===== config.mk =====
export PLATFORM = sky130hd
export DESIGN_NAME = status_frame_receiver_lrc_unit
export DESIGN_NICKNAME = d
export VERILOG_FILES = /design/src/rtl/sfr_pkg.sv /design/src/rtl/sfr_step.sv /design/src/rtl/status_frame_receiver_lrc_unit.sv
export SDC_FILE = /design/constraint.sdc
export NUM_CORES = 1
export LEC_CHECK = 0
export BUFFER_PORTS_ARGS = -buffer_cell sky130_fd_sc_hd__buf_4
export CAP_MARGIN = 20
export CORE_ASPECT_RATIO = 0.5
export CORE_MARGIN = 1.5
export CORE_UTILIZATION = 60
export DETAILED_ROUTE_END_ITERATION = 8
export PLACE_DENSITY = 0.91
export SYNTH_ARGS = -nofsm -noshare
export SYNTH_HDL_FRONTEND = slang
export SYNTH_HIERARCHICAL = 1
export SYNTH_SLANG_ARGS = --single-unit

===== constraint.sdc =====
create_clock -name clk -period 6.91 [get_ports clk]
set_clock_uncertainty 0.15 [all_clocks]
set_input_delay 0 -clock clk [delete_from_list [all_inputs] [get_ports clk]]
set_output_delay 0 -clock clk [all_outputs]
set_load 0.01 [all_outputs]

===== src/rtl/sfr_pkg.sv =====
package sfr_pkg;

  // Longest frame that is accepted, in bytes, including header and checksum.
  localparam logic [8:0] MAX_FRAME = 9'd64;

  // Fixed frame overhead: start, model, length and checksum bytes.
  localparam logic [8:0] FRAME_OVERHEAD = 9'd4;

  // Reset value of the timeout register.
  localparam logic [15:0] TIMEOUT_RESET = 16'd1000;

  // Input command codes.
  localparam logic [1:0] CMD_ARM  = 2'd0;
  localparam logic [1:0] CMD_BYTE = 2'd1;
  localparam logic [1:0] CMD_TICK = 2'd2;

  // Configuration register indexes.
  localparam logic [1:0] REG_START_BYTE = 2'd0;
  localparam logic [1:0] REG_MODEL_BYTE = 2'd1;
  localparam logic [1:0] REG_TIMEOUT_MS = 2'd2;

  typedef enum logic [1:0] {
    PH_IDLE = 2'd0,
    PH_RECV = 2'd1,
    PH_DONE = 2'd2
  } phase_t;

  typedef enum logic [2:0] {
    ST_PROGRESS  = 3'd0,
    ST_OK        = 3'd1,
    ST_BAD_START = 3'd2,
    ST_BAD_MODEL = 3'd3,
    ST_BAD_SUM   = 3'd4,
    ST_TIMEOUT   = 3'd5,
    ST_TOO_LONG  = 3'd6
  } status_t;

  // Frame tracking state carried from one transaction to the next.
  typedef struct packed {
    phase_t      phase;
    logic [8:0]  byte_count;
    logic [8:0]  frame_total;
    logic [7:0]  lrc_sum;
    logic [15:0] elapsed_ms;
    logic        start_ok;
    logic        model_ok;
  } frame_state_t;

  // Configuration register contents.
  typedef struct packed {
    logic [7:0]  start_byte;
    logic [7:0]  model_byte;
    logic [15:0] timeout_ms;
  } frame_cfg_t;

  // One result transaction.
  typedef struct packed {
    logic [7:0] frame_byte;
    logic [8:0] byte_pos;
    logic       last;
    status_t    status;
  } frame_result_t;

endpackage


===== src/rtl/sfr_step.sv =====
module sfr_step (
  input  sfr_pkg::frame_state_t  cur,
  input  sfr_pkg::frame_cfg_t    cfg,
  input  logic [1:0]             cmd,
  input  logic [7:0]             rx_byte,
  output sfr_pkg::frame_state_t  nxt,
  output logic                   res_valid,
  output sfr_pkg::frame_result_t res
);

  logic [9:0] pos_plus_one;
  logic [9:0] total_ext;
  logic [8:0] total_new;
  logic [7:0] sum_new;
  logic [7:0] lrc_expect;
  logic [15:0] elapsed_new;

  // Shared arithmetic for the byte and tick paths.
  assign pos_plus_one = {1'b0, cur.byte_count} + 10'd1;
  assign total_ext    = {1'b0, cur.frame_total};
  assign total_new    = {1'b0, rx_byte} + sfr_pkg::FRAME_OVERHEAD;
  assign sum_new      = cur.lrc_sum + rx_byte;
  assign lrc_expect   = 8'd0 - cur.lrc_sum;
  assign elapsed_new  = (cur.elapsed_ms != 16'hFFFF) ? cur.elapsed_ms + 16'd1
                                                      : cur.elapsed_ms;

  // Command decode and frame state update.
  always_comb begin
    nxt            = cur;
    res_valid      = 1'b0;
    res.frame_byte = rx_byte;
    res.byte_pos   = cur.byte_count;
    res.last       = 1'b0;
    res.status     = sfr_pkg::ST_PROGRESS;

    unique case (cmd)
      sfr_pkg::CMD_ARM: begin
        nxt.phase       = sfr_pkg::PH_RECV;
        nxt.byte_count  = '0;
        nxt.frame_total = '0;
        nxt.lrc_sum     = '0;
        nxt.elapsed_ms  = '0;
        nxt.start_ok    = 1'b0;
        nxt.model_ok    = 1'b0;
      end
      sfr_pkg::CMD_TICK: begin
        if (cur.phase == sfr_pkg::PH_RECV) begin
          nxt.elapsed_ms = elapsed_new;
          if (elapsed_new > cfg.timeout_ms) begin
            nxt.phase      = sfr_pkg::PH_DONE;
            res_valid      = 1'b1;
            res.frame_byte = '0;
            res.last       = 1'b1;
            res.status     = sfr_pkg::ST_TIMEOUT;
          end
        end
      end
      sfr_pkg::CMD_BYTE: begin
        if (cur.phase == sfr_pkg::PH_RECV) begin
          res_valid      = 1'b1;
          nxt.byte_count = pos_plus_one[8:0];
          if (cur.byte_count == 9'd0) begin
            // Start byte: checked but not summed.
            nxt.start_ok = (rx_byte == cfg.start_byte);
          end else if (cur.byte_count == 9'd1) begin
            nxt.model_ok = (rx_byte == cfg.model_byte);
            nxt.lrc_sum  = sum_new;
          end else if (cur.byte_count == 9'd2) begin
            // Length byte sets the total frame size.
            nxt.frame_total = total_new;
            nxt.lrc_sum     = sum_new;
            if (total_new > sfr_pkg::MAX_FRAME) begin
              nxt.phase  = sfr_pkg::PH_DONE;
              res.last   = 1'b1;
              res.status = sfr_pkg::ST_TOO_LONG;
            end
          end else if (pos_plus_one < total_ext) begin
            nxt.lrc_sum = sum_new;
          end else begin
            // Checksum byte: the verdict is given in priority order.
            nxt.phase = sfr_pkg::PH_DONE;
            res.last  = 1'b1;
            if (!cur.start_ok) begin
              res.status = sfr_pkg::ST_BAD_START;
            end else if (!cur.model_ok) begin
              res.status = sfr_pkg::ST_BAD_MODEL;
            end else if (rx_byte != lrc_expect) begin
              res.status = sfr_pkg::ST_BAD_SUM;
            end else begin
              res.status = sfr_pkg::ST_OK;
            end
          end
        end
      end
      default: begin
        // Unused command code: no effect.
      end
    endcase
  end

endmodule


===== src/rtl/status_frame_receiver_lrc_unit.sv =====
// Receives one length-prefixed status frame per arm command and checks its
// longitudinal redundancy checksum. Each input transaction is an arm
// command, a received byte or a one-millisecond tick; every byte received
// while armed produces one result transaction echoing the byte, its
// position and a status, and the byte that ends the frame (or a tick past
// the timeout) carries the verdict with last set. The block takes one input
// transaction per clock: the frame state updates in the cycle of acceptance
// and the result appears in the output register on the next cycle. in_ready
// is high whenever the output register is empty or is being emptied in the
// same cycle, so with out_ready held high the rate is one transaction per
// cycle. Configuration writes take effect on the following cycle.
module status_frame_receiver_lrc_unit (
  input  logic       clk,
  input  logic       rst_n,
  input  logic       cfg_we,
  input  logic [1:0] cfg_index,
  input  logic [15:0] cfg_wdata,
  input  logic       in_valid,
  output logic       in_ready,
  input  logic [1:0] in_cmd,
  input  logic [7:0] in_rx_byte,
  output logic       out_valid,
  input  logic       out_ready,
  output logic [7:0] out_frame_byte,
  output logic [8:0] out_byte_pos,
  output logic       out_last,
  output logic [2:0] out_status
);

  sfr_pkg::frame_cfg_t    cfg_r;
  sfr_pkg::frame_state_t  state_r;
  sfr_pkg::frame_state_t  state_nxt;
  sfr_pkg::frame_result_t res_nxt;
  sfr_pkg::frame_result_t res_r;
  logic                   res_valid_nxt;
  logic                   out_valid_r;
  logic                   in_fire;

  assign in_ready = !out_valid_r || out_ready;
  assign in_fire  = in_valid && in_ready;

  // Configuration registers.
  always_ff @(posedge clk) begin
    if (!rst_n) begin
      cfg_r.start_byte <= '0;
      cfg_r.model_byte <= '0;
      cfg_r.timeout_ms <= sfr_pkg::TIMEOUT_RESET;
    end else if (cfg_we) begin
      unique case (cfg_index)
        sfr_pkg::REG_START_BYTE: cfg_r.start_byte <= cfg_wdata[7:0];
        sfr_pkg::REG_MODEL_BYTE: cfg_r.model_byte <= cfg_wdata[7:0];
        sfr_pkg::REG_TIMEOUT_MS: cfg_r.timeout_ms <= cfg_wdata;
        default: begin
          // Index outside the register list is ignored.
        end
      endcase
    end
  end

  // Per-transaction frame logic.
  sfr_step u_step (
    .cur       (state_r),
    .cfg       (cfg_r),
    .cmd       (in_cmd),
    .rx_byte   (in_rx_byte),
    .nxt       (state_nxt),
    .res_valid (res_valid_nxt),
    .res       (res_nxt)
  );

  // Frame state register.
  always_ff @(posedge clk) begin
    if (!rst_n) begin
      state_r.phase       <= sfr_pkg::PH_IDLE;
      state_r.byte_count  <= '0;
      state_r.frame_total <= '0;
      state_r.lrc_sum     <= '0;
      state_r.elapsed_ms  <= '0;
      state_r.start_ok    <= 1'b0;
      state_r.model_ok    <= 1'b0;
    end else if (in_fire) begin
      state_r <= state_nxt;
    end
  end

  // Output register: loaded on acceptance, drained by out_ready.
  always_ff @(posedge clk) begin
    if (!rst_n) begin
      out_valid_r <= 1'b0;
    end else if (in_fire) begin
      out_valid_r <= res_valid_nxt;
    end else if (out_ready) begin
      out_valid_r <= 1'b0;
    end
  end

  always_ff @(posedge clk) begin
    if (in_fire && res_valid_nxt) begin
      res_r <= res_nxt;
    end
  end

  assign out_valid      = out_valid_r;
  assign out_frame_byte = res_r.frame_byte;
  assign out_byte_pos   = res_r.byte_pos;
  assign out_last       = res_r.last;
  assign out_status     = res_r.status;

endmodule

* After elaboration in Yosys (flattened, before gate mapping)
Index checks and enable logic that the tools add are counted.
Storage, ports and cells: output and inout port bits 23, bits in registers 100
Operators by class: add/subtract/negate cells 5, reduce and logical (&&, ||, !) cells 21, muxes and demuxes 45, $lt $le $gt $ge 3, equal/unequal tests 22
Operator list (number):
- case mux 26 bit (2 select lines) | 1
- 2-to-1 mux 8 bit | 6
- 2-to-1 mux 16 bit | 2
- 2-to-1 mux 4 bit | 8
- case mux 16 bit (2 select lines) | 1
- 2-to-1 mux 28 bit | 1
- 2-to-1 mux 9 bit | 2
- 2-to-1 mux 17 bit | 1
- adder 16 x 1 -> 16 bit (second input constant) | 1
- equality test 8 bit | 2
- > comparator 16 bit | 1
- 2-to-1 mux 2 bit | 8
- != test 16 bit (second input constant) | 1
- != test 2 x 1 -> 1 bit (second input constant) | 6
- adder 9 x 1 -> 10 bit (second input constant) | 1
- less-than comparator 10 x 9 -> 1 bit | 1
- AND reduction 5 bit | 2
- adder 8 x 3 -> 9 bit (second input constant) | 1
- equality test 9 x 1 -> 1 bit (second input constant) | 1
- equality test 9 x 2 -> 1 bit (second input constant) | 1
- > comparator 9 x 7 -> 1 bit (second input constant) | 1
- zero test 9 bit | 1
- 2-to-1 mux 3 bit | 3
- AND reduction 9 bit | 1
- 24 further kinds | 42

* Logic depth before layout (Yosys ltp)
Gate-level depths: netlist (run 1).
word-level depth 11, mapped depth 16, mapped depth without buffers 15

* Modules after synthesis
The synthesis (run 1) kept the hierarchy.
Modules (own cells, without submodules):
- status_frame_receiver_lrc_unit | sequential area each 2212.1 µm², instances 1, area each 3661.0 µm², cells each 350
- sfr_step | sequential area each 0.0 µm², instances 1, area each 3443.3 µm², cells each 535

* Worst setup path after synthesis (run 1)
No wires, ideal clock.
path type reg2reg, start register state_r[2] in the netlist's numbering, end register res_r (netlist bit out_byte_pos[0]) (enable), path buffers 1, cell stages (with the launch flop) 17, required time 6.359 ns, arrival 4.386 ns, library setup time 0.401 ns, path slack 1.973 ns, path through dfxtp_1 > ha_1 > nand3_1 > nor4_1 > nor2b_1 > clkbuf_1 > nor3_1 > xor2_1 > ha_1 > nand4_1 > nor4_1 > a21boi_0 > or3_1 > nand3_1 > a21oi_1 > nand2_1 > nor2b_1
On the way: longest elaborated chain between the ends 7, elaborated cells between the ends (all ways) 8, classes of those cells add/sub: 1; order compare: 1; eq/ne: 1; mux: 4; reduce/logical: 1
RTL lines:
- start: declaration | line status_frame_receiver_lrc_unit.sv:31 | sfr_pkg::frame_state_t state_r;
- start signal: assignment | line status_frame_receiver_lrc_unit.sv:82 | state_r <= state_nxt;
- adder 16 x 1 -> 16 bit or != test 16 bit (tied branches) | line sfr_step.sv:24 | assign elapsed_new = (cur.elapsed_ms != 16'hFFFF) ? cur.elapsed_ms + 16'd1
- 2-to-1 mux 16 bit (*) | line sfr_step.sv:24
- > comparator 16 bit (*) | line sfr_step.sv:49 | if (elapsed_new > cfg.timeout_ms) begin
- 2-to-1 mux 1 bit (*) | line sfr_step.sv:49
- 2-to-1 mux 1 bit (*) | line sfr_step.sv:47 | if (cur.phase == sfr_pkg::PH_RECV) begin
- case mux 1 bit (2 select lines) (*) | line sfr_step.sv:36 | unique case (cmd)
- net res_valid_nxt | line status_frame_receiver_lrc_unit.sv:35 | logic res_valid_nxt;
- logical AND 1 bit (*) | line status_frame_receiver_lrc_unit.sv:98 | if (in_fire && res_valid_nxt) begin
- end signal: assignment | line status_frame_receiver_lrc_unit.sv:99 | res_r <= res_nxt;
- end: declaration | line status_frame_receiver_lrc_unit.sv:34 | sfr_pkg::frame_result_t res_r;
Mark *: on every way through the listed nets, which the timed path passes. The rest lies on a longest branch. A chain may end at the register's enable or synchronous reset.

* Worst setup path after layout (run 1)
start register state_r[2] in the netlist's numbering, end register res_r (netlist bit out_byte_pos[3]) (enable)
Same word-level chain as after synthesis.

==> impl_metrics.py, run 1 <==
metrics = {
    "synthesis": {
        "avgSynthCellArea_sq_um": 8.03,
        "async_reset_ff_share_pct": 0,
        "ys_seq_area_share_pct": 31.1,
        "synth_enable_flop_cells": 21,
        "synth_seq_cells": 100,
        "yosysUniqueCellTypes": 68,
        "synth_nets": 962,
        "synth_top_area_share_pct": 22.3,
        "yosysWarnings": 6,
        "synth.area.top_cells": "dfxtp_1 (22%), nand2_1 (10%), edfxtp_1 (8.9%)",
        "synth_area_sq_um": 7100,
        "synth_cells": 885,
        "synth_top_flop_cell": "dfxtp_1",
        "synth_top_area_cell": "dfxtp_1",
    },
    "global_routing": {
        "grt_pass1_vias": 6193,
        "grt_start_max_net_pins": 122,
        "grt_use_total_pct": 28.9,
        "grt_pass1_wl_um": 28800,
        "overflow": 0,
        "antenna_found_initial": 0,
    },
    "timing": {
        "report.final.slew_viol_count": 0,
        "max_freq_mhz": 208,
        "hold_violations": 0,
        "whs_ns": 0.184,
        "finalSetupTns_ns": 0,
        "tightestPinTransition_ns": 1.04,
        "fin_crit_ns": 4.80,
        "relSlewSlack_pct": 30.3,
        "setup_viol": 0,
        "rsz0062_at_grt": "no",
        "period_share_pct": 69.5,
        "fin_ws_ns": 2.11,
    },
    "power": {
        "leakage_nw": 3.16,
        "power_switching_mw": 0.339,
        "power_frac_comb_pct": 11.8,
        "switching_share_pct": 26.7,
        "ir_drop_mv": 0.124,
        "seq_power_share_pct": 47.8,
        "power.internal_mw": 0.933,
        "clkPwrFrac_pct": 40.4,
        "power_density_nw_per_um2": 159,
    },
    "critical_path": {
        "worstSetupPathType": "flop to flop",
        "arrival_ns": 4.71,
        "worstPathMaxFanout": 19,
        "cp_data_required_time_ns": 6.82,
        "start_kind": "flop",
        "endpoint_kind": "flop",
    },
    "finish": {
        "fillers": 771,
        "final_cell_mix": "nand2_1 (191), dfxtp_1 (79), mux2i_1 (61)",
        "final_cells": 1087,
        "n_antenna_cell": 0,
        "nets": 1000,
        "layout-drive-gt1-share_pct": 11.2,
        "final_common_cell": "nand2_1",
        "syn2layout_area_growth_pct": 12.6,
    },
    "floorplan": {
        "initial_utilization_pct": 63.2,
        "io_pins": 56,
        "core_sq_um": 11200,
        "die_height_um": 79.9,
        "die_area_sq_um": 12500,
        "die_w_um": 157,
        "rows": 27,
    },
    "drt": {
        "drc": 0,
        "via_per_inst": 6.12,
        "vias": 6651,
        "wl_per_cell_um": 16.4,
        "ant_nets": 0,
        "drt_iter0_markers": 809,
        "wl_um": 17900,
        "dr.pass1.iters": 7,
    },
    "clocking": {
        "root_buffer": "clkbuf_16",
        "cts_tree": "done",
        "clockBufferDepth": 2,
        "cts.reportedPaths.clkPinSlew_ns": 0.08,
        "cts_resized": 0,
        "numCtsBuffers": 9,
        "cts.sinks": 100,
        "htreeDepth": 3,
        "clock_latency_ns": 0.36,
    },
    "worst_hold_path": {
        "hold_class": "input port to flop",
    },
    "flow_run": {
        "drv_cap": 0,
    },
    "placed_design": {
        "portBuffers": 55,
        "pre_cts_slack_ns": 1.74,
        "dp.cells": 1041,
        "gp_congestion": 0.935,
        "dp_hpwl_um": 11400,
    },
    "status": {
        "status": "complete, no violations",
    },
}
-- state kept, by name (all words and copies together), names as in the netlist --
name and count:
out_frame_byte 8, out_byte_pos 9, cfg_r 32, out_status 3, out_last 1, out_valid 1, state_r 46
-- cells in the mapped netlist, types with 3 or more instances --
| library cell | count |
|---|---|
| nor2_1 | 29 |
| o211ai_1 | 4 |
| ha_1 | 43 |
| o22ai_1 | 5 |
| a21o_1 | 3 |
| mux2i_1 | 61 |
| or3_1 | 5 |
| nor2b_1 | 10 |
| nand2b_1 | 4 |
| buf_6 | 8 |
| inv_1 | 40 |
| nand2_1 | 191 |
| o21ai_0 | 52 |
| o21ai_2 | 8 |
| nand3_2 | 5 |
| clkbuf_1 | 32 |
| a21oi_1 | 29 |
| nor3_1 | 18 |
| xor2_1 | 18 |
| a31oi_1 | 9 |
| a2111oi_0 | 3 |
| buf_2 | 9 |
| nor4_1 | 6 |
| o31ai_1 | 3 |
| nand3b_1 | 3 |
| buf_4 | 9 |
| dfxtp_1 | 79 |
| nand3_1 | 59 |
| edfxtp_1 | 21 |
| o21ai_1 | 5 |
| nand4_1 | 16 |
| and2_1 | 9 |
| xnor2_1 | 44 |
-- power by group through the flow --
stage	logic [mW]	registers (mW)	clock network, mW
finish	0.150	0.608	0.514
global route	0.162	0.609	0.545
CTS	0.142	0.608	0.513
detailed placement	0.130	0.622	0
global placement	0.126	0.621	0
floorplan	0.0947	0.620	0
-- logic make-up (layout without fill, tap and decap cells) --
family	count (synthesis)	after routing	synth area share, %
simple gates	370	370	24.5
xor+xnor	62	62	7.64
fa+ha+maj	44	44	7.85
mux	64	64	9.07
flops	100	100	31.1
compound gates	143	143	12.5
buf+inv	102	145	7.26
-- layer usage --
metal  vias to the layer above  track usage [%]  routed length (um)
li1                       3132                -                   -
met4                         0             13.7                 591
met5                         -                0                   0
met2                       344             49.7                8470
met3                        71             5.37                1410
met1                      3104             35.2                7390
-- per-stage QoR --
step           instance area [sq um]  total power [mW]  util, %
3_3_place_gp                    7380             0.747     65.6
6_report                        8000              1.27     71.1
4_1_cts                         7950              1.26     70.6
3_5_place_dp                    7380             0.751     65.6
5_1_grt                         8000              1.32     71.1
2_1_floorplan                   7100             0.715        -
-- critical path, stage by stage, from the launching register on --
cell and delay (ns):
dfxtp_1 0.47, ha_1 0.25, nand3_1 0.19, nor4_1 0.55, nand2b_1 0.36, nand3_1 0.21
xnor2_1 0.09, ha_1 0.32, nand4_1 0.13, nor4_1 0.48, a21boi_0 0.24, or3_1 0.23
nand3_1 0.10, a21oi_1 0.17, nand2_1 0.09, nor2b_2 0.24, buf_8 0.24
-- timing repair --
| action | CTS | global route |
|---|---|---|
| setup buffers | 0 | 0 |
| hold buffers | 27 | 1 |
| setup endpoints to repair | 0 | 0 |
| hold endpoints to repair | 48 | 2 |
-- area by class of cell --
cell class                      instances  area [sq um]  area share (%)
Clock buffer                           10           250            3.13
Multi-Input combinational cell        683          4380            54.8
Inverter                               40           150            1.88
Sequential cell                       100          2210            27.7
Tap cell                              159           199            2.49
Timing Repair Buffer                   89           766            9.57
Clock inverter                          6          42.5           0.532
-- final timing paths --
| path | startpoint | endpoint | slack, ns | cells past startpoint |
|---|---|---|---|---|
| worst max-delay path | state_r[2] | out_byte_pos[3] | 2.11 | 16 |
| worst min-delay path | cfg_index[1] | cfg_r[22] | 0.18 | 3 |
| worst max register to register | state_r[2] | out_byte_pos[3] | 2.11 | 16 |
| worst min register to register | cfg_r[14] | cfg_r[14] | 0.32 | 2 |
Power figures use the tool's default switching activity.
==> run 2: changes to the inputs <==
CORE_UTILIZATION = 55   (was 60)
PLACE_DENSITY = 0.88   (was 0.91)
clock period = 4 ns   (was 6.91 ns; I/O delays follow)
==> impl_metrics.py, run 2 (synthesis gave the netlist of run 1 again) <==
metrics = {
    "status": {
        "status": "complete, no violations",
    },
    "critical_path": {
        "r2r-start": "state_r[5]",
        "max_stage_delay_ns": 0.43,
        "worstPathMaxFanout": 10,
        "worstPathCellList": "nand2_1, nor3_2, buf_4, nand4_1, mux2_2, ha_1, nand4_1, nor4_4, a21boi_2, or3_4, nand3_1, a21oi_2, nand2_1, nor2b_4, clkbuf_16",
        "worstReg2RegEnd": "out_status[0]",
        "worstSetupPathType": "flop to flop",
        "cp_data_required_time_ns": 3.92,
        "endpoint_kind": "flop",
        "r2r_slack_ns": 0.14,
        "reg2reg_depth": 15,
        "slowest_stage": "dfxtp_2",
        "start_kind": "flop",
        "arrival_ns": 3.78,
    },
    "worst_hold_path": {
        "min_to": "cfg_r[5]",
        "hold_class": "input port to flop",
        "whs_path_depth": 2,
        "hp-start": "rst_n",
    },
    "drt": {
        "via_per_inst": 5.98,
        "dr.pass1.iters": 6,
        "drt_iter0_markers": 641,
        "drc": 0,
        "ant_nets": 0,
        "wl_per_cell_um": 16.6,
        "vias": 6706,
        "wl_um": 18700,
    },
    "timing": {
        "hold_violations": 0,
        "max_freq_mhz": 259,
        "report.final.slew_viol_count": 0,
        "fin_crit_ns": 3.86,
        "tightestPinTransition_ns": 1.01,
        "period_share_pct": 96.5,
        "relSlewSlack_pct": 32.4,
        "setup_viol": 0,
    },
    "finish": {
        "syn2layout_area_growth_pct": 16.8,
        "final_cells": 1122,
        "n_antenna_cell": 0,
        "nets": 1024,
        "final_cell_mix": "nand2_1 (191), buf_4 (85), dfxtp_1 (76)",
        "final_common_cell": "nand2_1",
        "fillers": 1005,
        "layout-drive-gt1-share_pct": 15.1,
        "largest_register_ffs": 46,
        "largest-register": "state_r",
        "design_area_sq_um": 8300,
    },
    "placed_design": {
        "dp.cells": 1074,
        "placed_area_sq_um": 7600,
        "portBuffers": 55,
        "dp_hpwl_um": 12400,
        "gp_congestion": 0.878,
    },
    "global_routing": {
        "grt_pass1_wl_um": 30400,
        "top_usage_layer": "met2",
        "grt_use_met1_pct": 33.9,
        "grt.met2_usage_pct": 45.6,
        "grt_pass1_vias": 6474,
        "grt_start_max_net_pins": 88,
        "grt_use_total_pct": 27.4,
        "grtUsageMet3_pct": 5.89,
        "antenna_found_initial": 0,
        "overflow": 0,
    },
    "power": {
        "leakage_nw": 3.31,
        "power.internal_mw": 1.64,
        "ir_drop_mv": 0.170,
        "power_density_nw_per_um2": 266,
        "power_frac_comb_pct": 11.9,
        "clkPwrFrac_pct": 40.5,
        "switching_share_pct": 25.8,
        "seq_power_share_pct": 47.6,
        "power_switching_mw": 0.570,
    },
    "clocking": {
        "htreeDepth": 3,
        "root_buffer": "clkbuf_16",
        "cts_tree": "done",
        "clockBufferDepth": 2,
        "clock_latency_ns": 0.35,
        "cts.sinks": 100,
        "numCtsBuffers": 9,
        "cts.reportedPaths.clkPinSlew_ns": 0.07,
    },
    "flow_run": {
        "drv_cap": 0,
    },
    "floorplan": {
        "die_height_um": 83.4,
        "core_sq_um": 12600,
        "initial_utilization_pct": 56.3,
        "io_pins": 56,
        "die_area_sq_um": 13600,
        "die_w_um": 164,
        "rows": 29,
    },
}
==> run 2: cell type report <==
cell class | instances | area, sq um | share of cell area, %
Multi-Input combinational cell | 683 | 4480 | 54.0
Clock inverter | 6 | 68.8 | 0.829
Sequential cell | 100 | 2220 | 26.7
Inverter | 40 | 150 | 1.81
Timing Repair Buffer | 113 | 943 | 11.4
Tap cell | 170 | 213 | 2.56
Clock buffer | 10 | 229 | 2.76
==> run 2: power by group through the flow <==
stage,clock network (mW),registers [mW],logic (mW)
after floorplan,0,1.07,0.164
after global placement,0,1.07,0.221
after detailed placement,0,1.07,0.229
after CTS,0.903,1.05,0.251
after global routing,0.943,1.05,0.283
final,0.894,1.05,0.263
==> run 2: layer usage <==
metal	vias up	wire length (um)	part of all wire [%]
li1	3181	-	-
met5	-	0	0
met4	0	684	3.7
met2	313	8750	47
met1	3128	7940	43
met3	84	1300	6.9
==> run 2: how the worst max path moves through the flow <==
stage	startpoint	end	slack (ns)	depth (start not counted)
floorplan	state_r[11]	out_byte_pos[0]	0.006	16
CTS	state_r[5]	out_frame_byte[3]	0.03	15
detailed placement	state_r[3]	out_byte_pos[0]	-0.09	16
global placement	state_r[3]	out_byte_pos[0]	0.10	16
global route	state_r[4]	out_status[0]	-0.01	15
finish	state_r[5]	out_status[0]	0.14	15
==> run 2: metrics by stage <==
step	TNS [ns]	hold WS, ns	setup WS, ns	util [%]	power [mW]
floorplan	0	-0.0320	0.00597	-	1.23
global placement	0	0.0621	0.104	60.2	1.29
detailed placement	-2.39	0.0692	-0.0895	60.2	1.30
CTS	0	0.0216	0.0338	65.0	2.20
global route	-0.0756	0.0725	-0.0142	65.7	2.28
finish	0	0.0362	0.140	65.7	2.21
==> run 2: timing repair <==
action                                  in CTS  in global routing
gates cloned                                 0                  1
endpoints found under the hold margin       45                  0
endpoints found under the setup margin      29                 42
pin swaps                                    2                  4
hold buffers                                26                  0
setup buffers                                4                  1
resized for setup                            5                 13
==> run 2: critical path, delay by kind of cell, from the launching register on <==
kind | cells | cell delay, ns
mux | 1 | 0.32
compound gates | 2 | 0.38
simple gates | 9 | 1.62
fa+ha+maj | 1 | 0.31
buf+inv | 2 | 0.39
flops | 1 | 0.43
==> run 3: changes to the inputs <==
CORE_UTILIZATION = 45   (was 55)
PLACE_DENSITY = 0.76   (was 0.88)
==> impl_metrics.py, run 3 (synthesis gave the netlist of run 1 again) <==
metrics = {
    "status": {
        "status": "finished with violations",
        "violations": "hold timing",
    },
    "finish": {
        "design_area_sq_um": 8370,
        "post-route-util_pct": 54.3,
        "syn2layout_area_growth_pct": 17.8,
        "final_common_cell": "nand2_1",
        "layout-drive-gt1-share_pct": 15.5,
        "n_antenna_cell": 0,
        "largest-register": "state_r",
        "multi_input_area_sq_um": 4470,
        "fillers": 1358,
        "seq_area_sq_um": 2220,
        "largest_register_ffs": 46,
        "final_cell_mix": "nand2_1 (190), buf_4 (85), dfxtp_1 (74)",
        "nets": 1028,
    },
    "timing": {
        "tightestPinTransition_ns": 1.02,
        "relSlewSlack_pct": 31.8,
        "hold_violations": 1,
        "finalSetupTns_ns": 0,
        "rsz0062_at_grt": "no",
        "whs_ns": -0.0160,
        "setup_viol": 0,
        "max_freq_mhz": 263,
        "report.final.slew_viol_count": 0,
        "period_share_pct": 95.2,
        "fin_crit_ns": 3.81,
    },
    "global_routing": {
        "grt_pass1_vias": 5908,
        "grt_use_total_pct": 20.9,
        "grt_start_max_net_pins": 87,
        "overflow": 0,
        "antenna_found_initial": 0,
        "grt_pass1_wl_um": 28200,
    },
    "power": {
        "finalPower_mw": 2.12,
        "leakage_nw": 3.32,
        "power_density_nw_per_um2": 254,
        "ir_drop_mv": 0.156,
    },
    "placed_design": {
        "dp_hpwl_um": 12100,
        "portBuffers": 55,
        "placed_area_sq_um": 7650,
        "gp_congestion": 0.858,
    },
    "drt": {
        "drc": 0,
        "drt_iter0_markers": 439,
        "wl_per_cell_um": 14.9,
        "wl_um": 17300,
        "via_per_inst": 5.44,
        "dr.pass1.iters": 5,
        "vias": 6314,
        "ant_nets": 0,
    },
    "critical_path": {
        "endpoint_kind": "flop",
        "max_stage_delay_ns": 0.36,
        "worstPathMaxFanout": 6,
        "worstPathCellList": "ha_4, nand3_4, nor4_4, buf_4, nand2b_1, buf_4, nand2_1, ha_1, nand4_1, nor4_2, buf_4, a21boi_2, or3_4, nand3_1, a21oi_2, nand2_2, nor2b_4, clkbuf_16",
        "cp_data_required_time_ns": 3.92,
        "arrival_ns": 3.73,
        "worstSetupPathType": "flop to flop",
        "path_common_cell": "buf_4",
        "slowest_stage": "dfxtp_2",
        "start_kind": "flop",
    },
    "clocking": {
        "cts.sinks": 100,
        "cts.reportedPaths.clkPinSlew_ns": 0.07,
        "clock_latency_ns": 0.34,
        "htreeDepth": 3,
        "cts_tree": "done",
        "numCtsBuffers": 9,
        "clockBufferDepth": 2,
        "root_buffer": "clkbuf_16",
    },
    "floorplan": {
        "core_sq_um": 15400,
        "initial_utilization_pct": 46.1,
        "rows": 32,
        "die_height_um": 91.8,
        "die_area_sq_um": 16600,
        "io_pins": 56,
        "die_w_um": 181,
    },
    "flow_run": {
        "drv_cap": 0,
    },
    "worst_hold_path": {
        "hold_class": "input port to flop",
    },
}
[run 3: cell types whose count changed in the layout (fill, tap and decap cells not counted), moves of 2 or more]
| cell | before | now |
|---|---|---|
| buf_6 | 0 | 2 |
| clkinv_1 | 0 | 2 |
| clkinv_4 | 0 | 2 |
| dfxtp_1 | 76 | 74 |
| inv_6 | 3 | 1 |
[run 3: per-stage QoR]
stage,std cells,setup slack (ns)
after floorplan,885,0.00597
after global placement,1109,0.196
after detailed placement,1109,0.193
after CTS,1151,0.159
after global routing,1160,0.000885
final,1160,0.192
[run 3: worst max-delay path: cells and delay by family, from the launching register on]
family	cells	cell delay [ns]
simple gates	10	1.69
buf+inv	4	0.73
fa+ha+maj	2	0.30
flops	1	0.36
compound gates	2	0.30
[run 3: metal layers]
metal,vias up,wire length (um),track usage [%]
met2,151,7950,35.2
met1,2935,8290,26.9
met4,0,344,7.07
li1,3196,-,-
met3,32,685,3.85
met5,-,0,0
[run 3: cell type report]
class	count	area share [%]
clock buffer	10	2.74
clock inverter	6	0.463
inverter	40	1.79
multi-input combinational	683	53.4
sequential	100	26.5
tap	204	3.05
timing repair buffer	117	12.0
[run 3: what timing repair did]
action                                 in CTS  in global routing
hold buffers                               26                  0
endpoints found under the hold margin      45                  0
setup buffers                               0                  5
setup endpoints to repair                   0                 30
resized for setup                           0                 20
[run 3: path summary, 6_finish.rpt]
check,cells after the start,start,endpoint,slack [ns]
max,18,state_r[3],out_frame_byte[2],0.19
min reg2reg,2,cfg_r[5],cfg_r[5],0.32
min,4,cfg_index[0],cfg_r[3],-0.02
max reg2reg,18,state_r[3],out_frame_byte[2],0.19
[run 3: power by group]
part | switching (mW) | internal [mW]
sequential | 0.0107 | 1.04
combinational | 0.149 | 0.108
clock | 0.393 | 0.422
